[src/design/bgc_pkg.sv]
// Shared types and constants for the button gesture classifier.
package bgc_pkg;

    localparam int CNT_W = 8;
    localparam logic [CNT_W-1:0] CNT_MAX = '1;

    localparam logic [CNT_W-1:0] LONG_PRESS_RST = 8'd20;
    localparam logic [CNT_W-1:0] DBL_GAP_RST    = 8'd8;
    localparam logic [CNT_W-1:0] BLINK_DIV_RST  = 8'd4;
    localparam logic [CNT_W-1:0] DBL_ON_RST     = 8'd40;

    typedef enum logic [1:0] {
        REG_LONG_PRESS = 2'd0,
        REG_DBL_GAP    = 2'd1,
        REG_BLINK_DIV  = 2'd2,
        REG_DBL_ON     = 2'd3
    } reg_idx_t;

    typedef enum logic [1:0] {
        GEST_NONE   = 2'd0,
        GEST_SINGLE = 2'd1,
        GEST_DOUBLE = 2'd2,
        GEST_LONG   = 2'd3
    } gesture_t;

    typedef enum logic [1:0] {
        CLK_NONE = 2'd0,
        CLK_ONE  = 2'd1,
        CLK_TWO  = 2'd2
    } clicks_t;

    typedef struct packed {
        logic [CNT_W-1:0] long_limit;
        logic [CNT_W-1:0] click_window;
        logic [CNT_W-1:0] blink_divider;
        logic [CNT_W-1:0] double_on_ticks;
    } cfg_t;

endpackage

[src/design/bgc_cfg.sv]
// Configuration register file for the button gesture classifier.
module bgc_cfg (
    input  logic                    clk,
    input  logic                    rst_n,
    input  logic                    cfg_valid,
    output logic                    cfg_ready,
    input  logic [1:0]              cfg_index,
    input  logic [bgc_pkg::CNT_W-1:0] cfg_data,
    output bgc_pkg::cfg_t           cfg
);

    bgc_pkg::cfg_t cfg_reg;

    assign cfg_ready = 1'b1;
    assign cfg = cfg_reg;

    always_ff @(posedge clk or negedge rst_n)
    begin
        if (!rst_n)
        begin
            cfg_reg.long_limit      <= bgc_pkg::LONG_PRESS_RST;
            cfg_reg.click_window    <= bgc_pkg::DBL_GAP_RST;
            cfg_reg.blink_divider   <= bgc_pkg::BLINK_DIV_RST;
            cfg_reg.double_on_ticks <= bgc_pkg::DBL_ON_RST;
        end
        else if (cfg_valid)
        begin
            case (bgc_pkg::reg_idx_t'(cfg_index))
                bgc_pkg::REG_LONG_PRESS: cfg_reg.long_limit      <= cfg_data;
                bgc_pkg::REG_DBL_GAP:    cfg_reg.click_window    <= cfg_data;
                bgc_pkg::REG_BLINK_DIV:  cfg_reg.blink_divider   <= cfg_data;
                bgc_pkg::REG_DBL_ON:     cfg_reg.double_on_ticks <= cfg_data;
                default:                 cfg_reg <= cfg_reg;
            endcase
        end
    end

endmodule

[src/design/bgc_core.sv]
// Gesture state and its per-sample next-state logic.
module bgc_core (
    input  logic              clk,
    input  logic              rst_n,
    input  logic              en,
    input  logic              btn,
    input  logic              tick,
    input  bgc_pkg::cfg_t     cfg,
    output logic              led_next_o,
    output bgc_pkg::gesture_t gesture_o
);

    logic                       led_reg, led_next;
    logic                       holding_reg, holding_next;
    logic                       long_reg, long_next;
    logic [bgc_pkg::CNT_W-1:0]  press_reg, press_next;
    bgc_pkg::clicks_t           clicks_reg, clicks_next;
    logic [bgc_pkg::CNT_W-1:0]  gap_reg, gap_next;
    logic                       blinking_reg, blinking_next;
    logic [bgc_pkg::CNT_W-1:0]  bcnt_reg, bcnt_next;
    logic [bgc_pkg::CNT_W-1:0]  onhold_reg, onhold_next;
    bgc_pkg::gesture_t          gesture;
    logic                       consumed;

    always_comb
    begin
        led_next      = led_reg;
        holding_next  = holding_reg;
        long_next     = long_reg;
        press_next    = press_reg;
        clicks_next   = clicks_reg;
        gap_next      = gap_reg;
        blinking_next = blinking_reg;
        bcnt_next     = bcnt_reg;
        onhold_next   = onhold_reg;
        gesture       = bgc_pkg::GEST_NONE;
        consumed      = 1'b0;

        if (onhold_reg != '0)
        begin
            // LED held lit after a double click: button ignored
            holding_next = 1'b0;
            long_next    = 1'b0;
            press_next   = '0;
            if (tick)
            begin
                onhold_next = onhold_reg - 1'b1;
                if (onhold_reg == bgc_pkg::CNT_W'(1))
                begin
                    led_next      = 1'b0;
                    blinking_next = 1'b0;
                end
            end
        end
        else
        begin
            if (btn)
            begin
                if (!holding_reg)
                begin
                    holding_next = 1'b1;
                    press_next   = '0;
                    long_next    = 1'b0;
                end
                if (!long_next && tick)
                begin
                    consumed = 1'b1;
                    if (press_next != bgc_pkg::CNT_MAX)
                        press_next = press_next + 1'b1;
                    if (press_next >= cfg.long_limit)
                    begin
                        long_next = 1'b1;
                        if (!blinking_reg)
                            bcnt_next = '0;
                        blinking_next = 1'b1;
                        gesture       = bgc_pkg::GEST_LONG;
                    end
                end
            end
            else if (holding_reg)
            begin
                holding_next = 1'b0;
                // release after a long press is not a click
                if (!long_reg)
                begin
                    if (clicks_reg != bgc_pkg::CLK_TWO)
                        clicks_next = bgc_pkg::clicks_t'(clicks_reg + 2'd1);
                    gap_next = '0;
                end
                long_next  = 1'b0;
                press_next = '0;
            end

            if (tick && !consumed)
            begin
                if (blinking_next)
                begin
                    bcnt_next = bcnt_next + 1'b1;
                    if (bcnt_next >= cfg.blink_divider)
                    begin
                        bcnt_next = '0;
                        led_next  = ~led_next;
                    end
                end
                case (clicks_next)
                    bgc_pkg::CLK_ONE:
                    begin
                        if (gap_next != bgc_pkg::CNT_MAX)
                            gap_next = gap_next + 1'b1;
                        if (gap_next >= cfg.click_window)
                        begin
                            led_next    = ~led_next;
                            clicks_next = bgc_pkg::CLK_NONE;
                            gap_next    = '0;
                            gesture     = bgc_pkg::GEST_SINGLE;
                        end
                    end
                    bgc_pkg::CLK_TWO:
                    begin
                        led_next     = 1'b1;
                        onhold_next  = (cfg.double_on_ticks == '0) ?
                                       bgc_pkg::CNT_W'(1) : cfg.double_on_ticks;
                        clicks_next  = bgc_pkg::CLK_NONE;
                        gap_next     = '0;
                        holding_next = 1'b0;
                        long_next    = 1'b0;
                        press_next   = '0;
                        gesture      = bgc_pkg::GEST_DOUBLE;
                    end
                    default:
                    begin
                    end
                endcase
            end
        end
    end

    always_ff @(posedge clk or negedge rst_n)
    begin
        if (!rst_n)
        begin
            led_reg      <= 1'b0;
            holding_reg  <= 1'b0;
            long_reg     <= 1'b0;
            press_reg    <= '0;
            clicks_reg   <= bgc_pkg::CLK_NONE;
            gap_reg      <= '0;
            blinking_reg <= 1'b0;
            bcnt_reg     <= '0;
            onhold_reg   <= '0;
        end
        else if (en)
        begin
            led_reg      <= led_next;
            holding_reg  <= holding_next;
            long_reg     <= long_next;
            press_reg    <= press_next;
            clicks_reg   <= clicks_next;
            gap_reg      <= gap_next;
            blinking_reg <= blinking_next;
            bcnt_reg     <= bcnt_next;
            onhold_reg   <= onhold_next;
        end
    end

    assign led_next_o = led_next;
    assign gesture_o  = gesture;

    // a double click always lights the LED
    a_double_lights: assert property (@(posedge clk) disable iff (!rst_n)
        gesture == bgc_pkg::GEST_DOUBLE |-> led_next)
        else $error("double click without LED lit");

    // click count never reaches the unused code
    a_clicks_sat: assert property (@(posedge clk) disable iff (!rst_n)
        clicks_reg != 2'd3)
        else $error("click count past saturation");

    // no press is tracked while the LED is held lit
    a_hold_ignores: assert property (@(posedge clk) disable iff (!rst_n)
        en && onhold_reg != '0 |=> !holding_reg && press_reg == '0)
        else $error("press tracked during lit hold");

endmodule

[src/design/button_gesture_classifier.sv]
// Button gesture classifier top level: input stage, gesture core, result stage.
//
// One input word per sample: button_down (debounced level) and tick (one timer
// tick elapsed). Every accepted word yields exactly one result word: led_on,
// the LED level after that sample, and gesture (0 none, 1 single click,
// 2 double click, 3 long press).
// Input and output channels use valid/ready. An accepted word sits in the input
// register, is evaluated against the gesture state and moves into the result
// register when that is empty or being taken. Throughput is one word per cycle
// while the receiver takes results; the state update is a single pass of counter
// compares from the input register to the result register.
// When the receiver stalls, the result word holds and one more word waits in
// the input register; in_ready drops only when both are full.
// Config writes (cfg_index 0..3: long press ticks, double click gap, blink
// divider, double-on ticks) are taken every cycle and belong in idle periods.
// Reset (rst_n, async, active low) empties both stages, clears the core's LED
// level and all gesture state and loads the default register values 20/8/4/40.
module button_gesture_classifier (
    input  logic                      clk,
    input  logic                      rst_n,
    input  logic                      in_valid,
    output logic                      in_ready,
    input  logic                      button_down,
    input  logic                      tick,
    output logic                      out_valid,
    input  logic                      out_ready,
    output logic                      led_on,
    output logic [1:0]                gesture,
    input  logic                      cfg_valid,
    output logic                      cfg_ready,
    input  logic [1:0]                cfg_index,
    input  logic [bgc_pkg::CNT_W-1:0] cfg_data
);

    bgc_pkg::cfg_t     cfg;
    logic              s1_valid_reg;
    logic              s1_btn_reg;
    logic              s1_tick_reg;
    logic              out_valid_reg;
    logic              led_reg;
    logic [1:0]        gesture_reg;
    logic              advance;
    logic              core_led;
    bgc_pkg::gesture_t core_gesture;

    assign advance  = s1_valid_reg && (!out_valid_reg || out_ready);
    assign in_ready = !s1_valid_reg || advance;

    bgc_cfg u_cfg (
        .clk       (clk),
        .rst_n     (rst_n),
        .cfg_valid (cfg_valid),
        .cfg_ready (cfg_ready),
        .cfg_index (cfg_index),
        .cfg_data  (cfg_data),
        .cfg       (cfg)
    );

    bgc_core u_core (
        .clk        (clk),
        .rst_n      (rst_n),
        .en         (advance),
        .btn        (s1_btn_reg),
        .tick       (s1_tick_reg),
        .cfg        (cfg),
        .led_next_o (core_led),
        .gesture_o  (core_gesture)
    );

    always_ff @(posedge clk or negedge rst_n)
    begin
        if (!rst_n)
        begin
            s1_valid_reg  <= 1'b0;
            out_valid_reg <= 1'b0;
        end
        else
        begin
            if (in_ready)
                s1_valid_reg <= in_valid;
            if (advance)
                out_valid_reg <= 1'b1;
            else if (out_ready)
                out_valid_reg <= 1'b0;
        end
    end

    always_ff @(posedge clk)
    begin
        if (in_valid && in_ready)
        begin
            s1_btn_reg  <= button_down;
            s1_tick_reg <= tick;
        end
        if (advance)
        begin
            led_reg     <= core_led;
            gesture_reg <= core_gesture;
        end
    end

    assign out_valid = out_valid_reg;
    assign led_on    = led_reg;
    assign gesture   = gesture_reg;

    // backpressure only when both stages hold a word
    a_ready_full: assert property (@(posedge clk) disable iff (!rst_n)
        !in_ready |-> s1_valid_reg && out_valid_reg && !out_ready)
        else $error("input stalled with room in the pipe");

    // a waiting word with an empty result stage moves on at the next edge
    a_moves_on: assert property (@(posedge clk) disable iff (!rst_n)
        s1_valid_reg && !out_valid_reg |=> out_valid_reg)
        else $error("word stuck in input stage");

    // an untaken result is not overwritten
    a_no_overwrite: assert property (@(posedge clk) disable iff (!rst_n)
        out_valid_reg && !out_ready |-> !advance)
        else $error("result overwritten while stalled");

endmodule

[config.mk]
export PLATFORM = sky130hd
export DESIGN_NAME = button_gesture_classifier
export DESIGN_NICKNAME = d
export VERILOG_FILES = /design/src/design/bgc_pkg.sv /design/src/design/bgc_cfg.sv /design/src/design/bgc_core.sv /design/src/design/button_gesture_classifier.sv
export SDC_FILE = /design/constraint.sdc
export NUM_CORES = 1
export LEC_CHECK = 0
export BUFFER_PORTS_ARGS = -buffer_cell sky130_fd_sc_hd__buf_2
export CAP_MARGIN = 15
export CORE_ASPECT_RATIO = 0.8
export CORE_MARGIN = 1.5
export CORE_UTILIZATION = 38
export CTS_CLUSTER_DIAMETER = 30
export CTS_CLUSTER_SIZE = 40
export DETAILED_ROUTE_END_ITERATION = 10
export SYNTH_ARGS = -nofsm -noshare
export SYNTH_HDL_FRONTEND = slang
export SYNTH_SLANG_ARGS = --single-unit
[constraint.sdc]
create_clock -name clk -period 6.2 [get_ports clk]
set_input_delay 1.24 -clock clk [delete_from_list [all_inputs] [get_ports clk]]
set_output_delay 1.24 -clock clk [all_outputs]
set_load 0.005 [all_outputs]
==> out/results.ini <==
[critical_path]
crit_path_max_fanout=7
worstPathArrival_ns=5.93
cp-start-kind=register
crit_required_ns=6.41
worst-setup-path-type=register to register
r2r-start=u_core.holding_reg
r2r_end=led_on
crit_family=simple AND/OR/NAND/NOR gates
max_stage_delay_ns=0.54
critical_path_buf_inv_count=1
cp-end-kind=register
crit_slowest_cell=or4_1
reg2reg_slack_ns=0.47
ff2ff_path_depth=26

[clock_tree]
clock-sinks=77
clkTransAtPathRegs_ns=0.07
htree_levels=3
hold_buffers=0
cts_buffer_depth=2
numCtsBuffers=9
clk_latency_ns=0.34
clock_tree.root_cell=clkbuf_16
cts_tree=built

[power_and_ir_drop]
combPwrFrac_pct=19.7
p_switching_uw=459
seq_power_share_pct=44.5
peakVddDrop_v=0.000153
powerDensity_nw_per_um2=267
p_leak_nw=2.52
clock_power_share_pct=35.8
power_mw=1.47
internal_power_mw=1.01
switching_share_pct=31.1

[yosys]
synth_cells=523
avgSynthCellArea_sq_um=9.45
yosys_warnings=0
postSynth.asyncResetShare_pct=93.5
yosys.area.top_type=dfrtp_1
ys_ff_latch=77
synth-main-ff-cell=dfrtp_1
ys_seq_area_share_pct=39.6
synth_area_sq_um=4940
yosys.cell_count.top_type=dfrtp_1
synth.area.top_cells=dfrtp_1 (33%), ha_1 (8.4%), mux2_2 (7.1%), o21ai_0 (3.6%), nand2_1 (3.3%)
syn_nets=573
synth.distinct_cells=70
yosysTopAreaCellShare_pct=33.4
synth_commonest_cells=dfrtp_1 (66), nand2_1 (44), inv_1 (40)
synth_edf_count=5

[placement]
routabilityCongestion=0.884
port_buffers=21
hpwl_um=8860
place_ws_ns=0.333

[sta]
period_needed_ns=5.73
slew_headroom_pct=37.1
slew_viol_final=0
rsz0062_at_grt=no
finalCritPeriodShare_pct=92.3
max_freq_mhz=175
finalSetupViolations=0
tightest_slew_ns=0.944
fin_ws_ns=0.475
holdWs_ns=0.506
setup_tns_ns=0
skew_ns=0.0115
hold_violations=0

[floorplan]
rows=37
dieArea_sq_um=13700
die_w_um=131
fp.coreArea_sq_um=12800
dieHeight_um=105
initial_core_util_pct=38.7
pin_count=23

[worst_hold_path]
holdPathStages=1
min-delay-start=u_cfg.cfg[9]
hold_path_end=u_cfg.cfg[9]
hp-class=register to register

[detailed_routing]
viasPerCell=5.47
drt_pass1_iterations=6
wirelength_um=11900
drtAntennaViolNets=0
drcViolationCount=0
wl_per_cell_um=16.4
drt_iter0_drc=203
vias=3954

[final_layout]
area_growth_pct=11.7
num-nets-final=593
drive_gt1_share_pct=17.9
diodes=0
largest_reg_flops=32

[global_route]
grt_max_degree=73
grt_use_total_pct=18.5
antenna_found_initial=0
first_global_vias=3741
grt_overflow_total=0
grt_pass1_wl_um=19500

[run_status]
status=finished, final reports clean

[flow_run]
maxCapViolCount=0

final cells by class:
cell class / instances / area (sq um)
timing repair buffer: 28 / 158
inverter: 40 / 150
sequential: 77 / 1960
fill: 1269 / 7250
clock inverter: 4 / 30.0
multi-input combinational: 387 / 2740
clock buffer: 12 / 268
tap: 175 / 219
cells in the final DEF (no fill, tap or decap), drive strengths merged, types with 3 or more instances in the layout:
| cell type | n |
|---|---|
| a211oi | 6 |
| a21o | 12 |
| a21oi | 20 |
| a22o | 7 |
| a31oi | 8 |
| a32o | 4 |
| and2 | 10 |
| and3 | 14 |
| buf | 28 |
| clkbuf | 12 |
| dfrtp | 66 |
| dfstp | 6 |
| edfxtp | 5 |
| ha | 33 |
| inv | 41 |
| mux2 | 31 |
| mux2i | 3 |
| nand2 | 46 |
| nand2b | 5 |
| nand3 | 18 |
| nand3b | 3 |
| nand4 | 9 |
| nor2 | 33 |
| nor2b | 4 |
| nor3 | 6 |
| nor3b | 4 |
| nor4 | 9 |
| o211ai | 5 |
| o21ai | 40 |
| o31a | 3 |
| or4 | 5 |
| xnor2 | 12 |
| xor2 | 4 |
metrics by stage:
stage / instance area (sq um) / utilization (%) / instances
2_1_floorplan: 4940 / - / 523
3_3_place_gp: 5200 / 40.7 / 705
3_5_place_dp: 5200 / 40.7 / 705
4_1_cts: 5500 / 43.1 / 721
5_1_grt: 5520 / 43.2 / 723
6_report: 5520 / 43.2 / 723
metal layers:
layer	track usage, %	share of wire (%)	routed length [um]
met1	28.0	51	6100
met2	26.5	43	5110
met3	3.94	4.0	478
met4	5.02	1.6	187
met5	0	0	0
repair_timing:
action | CTS | global route
setup endpoints to repair | 0 | 10
setup buffers | 0 | 2
resized for setup | 0 | 1
worst register-to-register path, cell delays in order (launching register included):
cell	delay, ns
dfrtp_1	0.42
nand2_1	0.14
inv_1	0.08
ha_1	0.24
and3_1	0.19
nand4_1	0.13
and2_1	0.18
nand3_1	0.10
xnor2_1	0.14
and2_1	0.16
ha_1	0.29
and4_1	0.20
o21ai_0	0.12
o221ai_1	0.28
nand3_1	0.22
and2_1	0.23
ha_1	0.24
and3_1	0.19
nand3_1	0.14
xor2_1	0.16
nor2_1	0.06
ha_1	0.31
nand4_1	0.08
o31a_1	0.40
a32o_1	0.28
or4_1	0.54
nand3_1	0.10
worst max path at each step:
stage                             from      to  slack (ns)  depth (start not counted)
finish              u_core.holding_reg  led_on        0.47                         26
global route        u_core.holding_reg  led_on        0.04                         27
CTS                 u_core.holding_reg  led_on        0.28                         26
detailed placement  u_core.holding_reg  led_on        0.33                         26
global placement    u_core.holding_reg  led_on        0.57                         26
floorplan           u_core.holding_reg  led_on        0.85                         26
kinds of logic (layout without fill, tap and decap cells):
| family | after synthesis | after routing | share of synthesized area (%) |
|---|---|---|---|
| compound gates | 129 | 129 | 17.5 |
| xor+xnor | 16 | 16 | 2.83 |
| fa+ha+maj | 33 | 33 | 8.35 |
| buf+inv | 59 | 84 | 5.06 |
| flops | 77 | 77 | 39.6 |
| mux | 34 | 34 | 7.67 |
| other cells | 1 | 1 | 0.0759 |
| simple gates | 174 | 174 | 18.9 |
power by group through the flow:
stage	combinational, mW	clock [mW]	sequential (mW)
3_5_place_dp	0.289	0	0.663
2_1_floorplan	0.226	0	0.635
4_1_cts	0.292	0.538	0.654
3_3_place_gp	0.280	0	0.660
5_1_grt	0.329	0.564	0.666
6_report	0.290	0.527	0.656
Power figures use the tool's default switching activity.
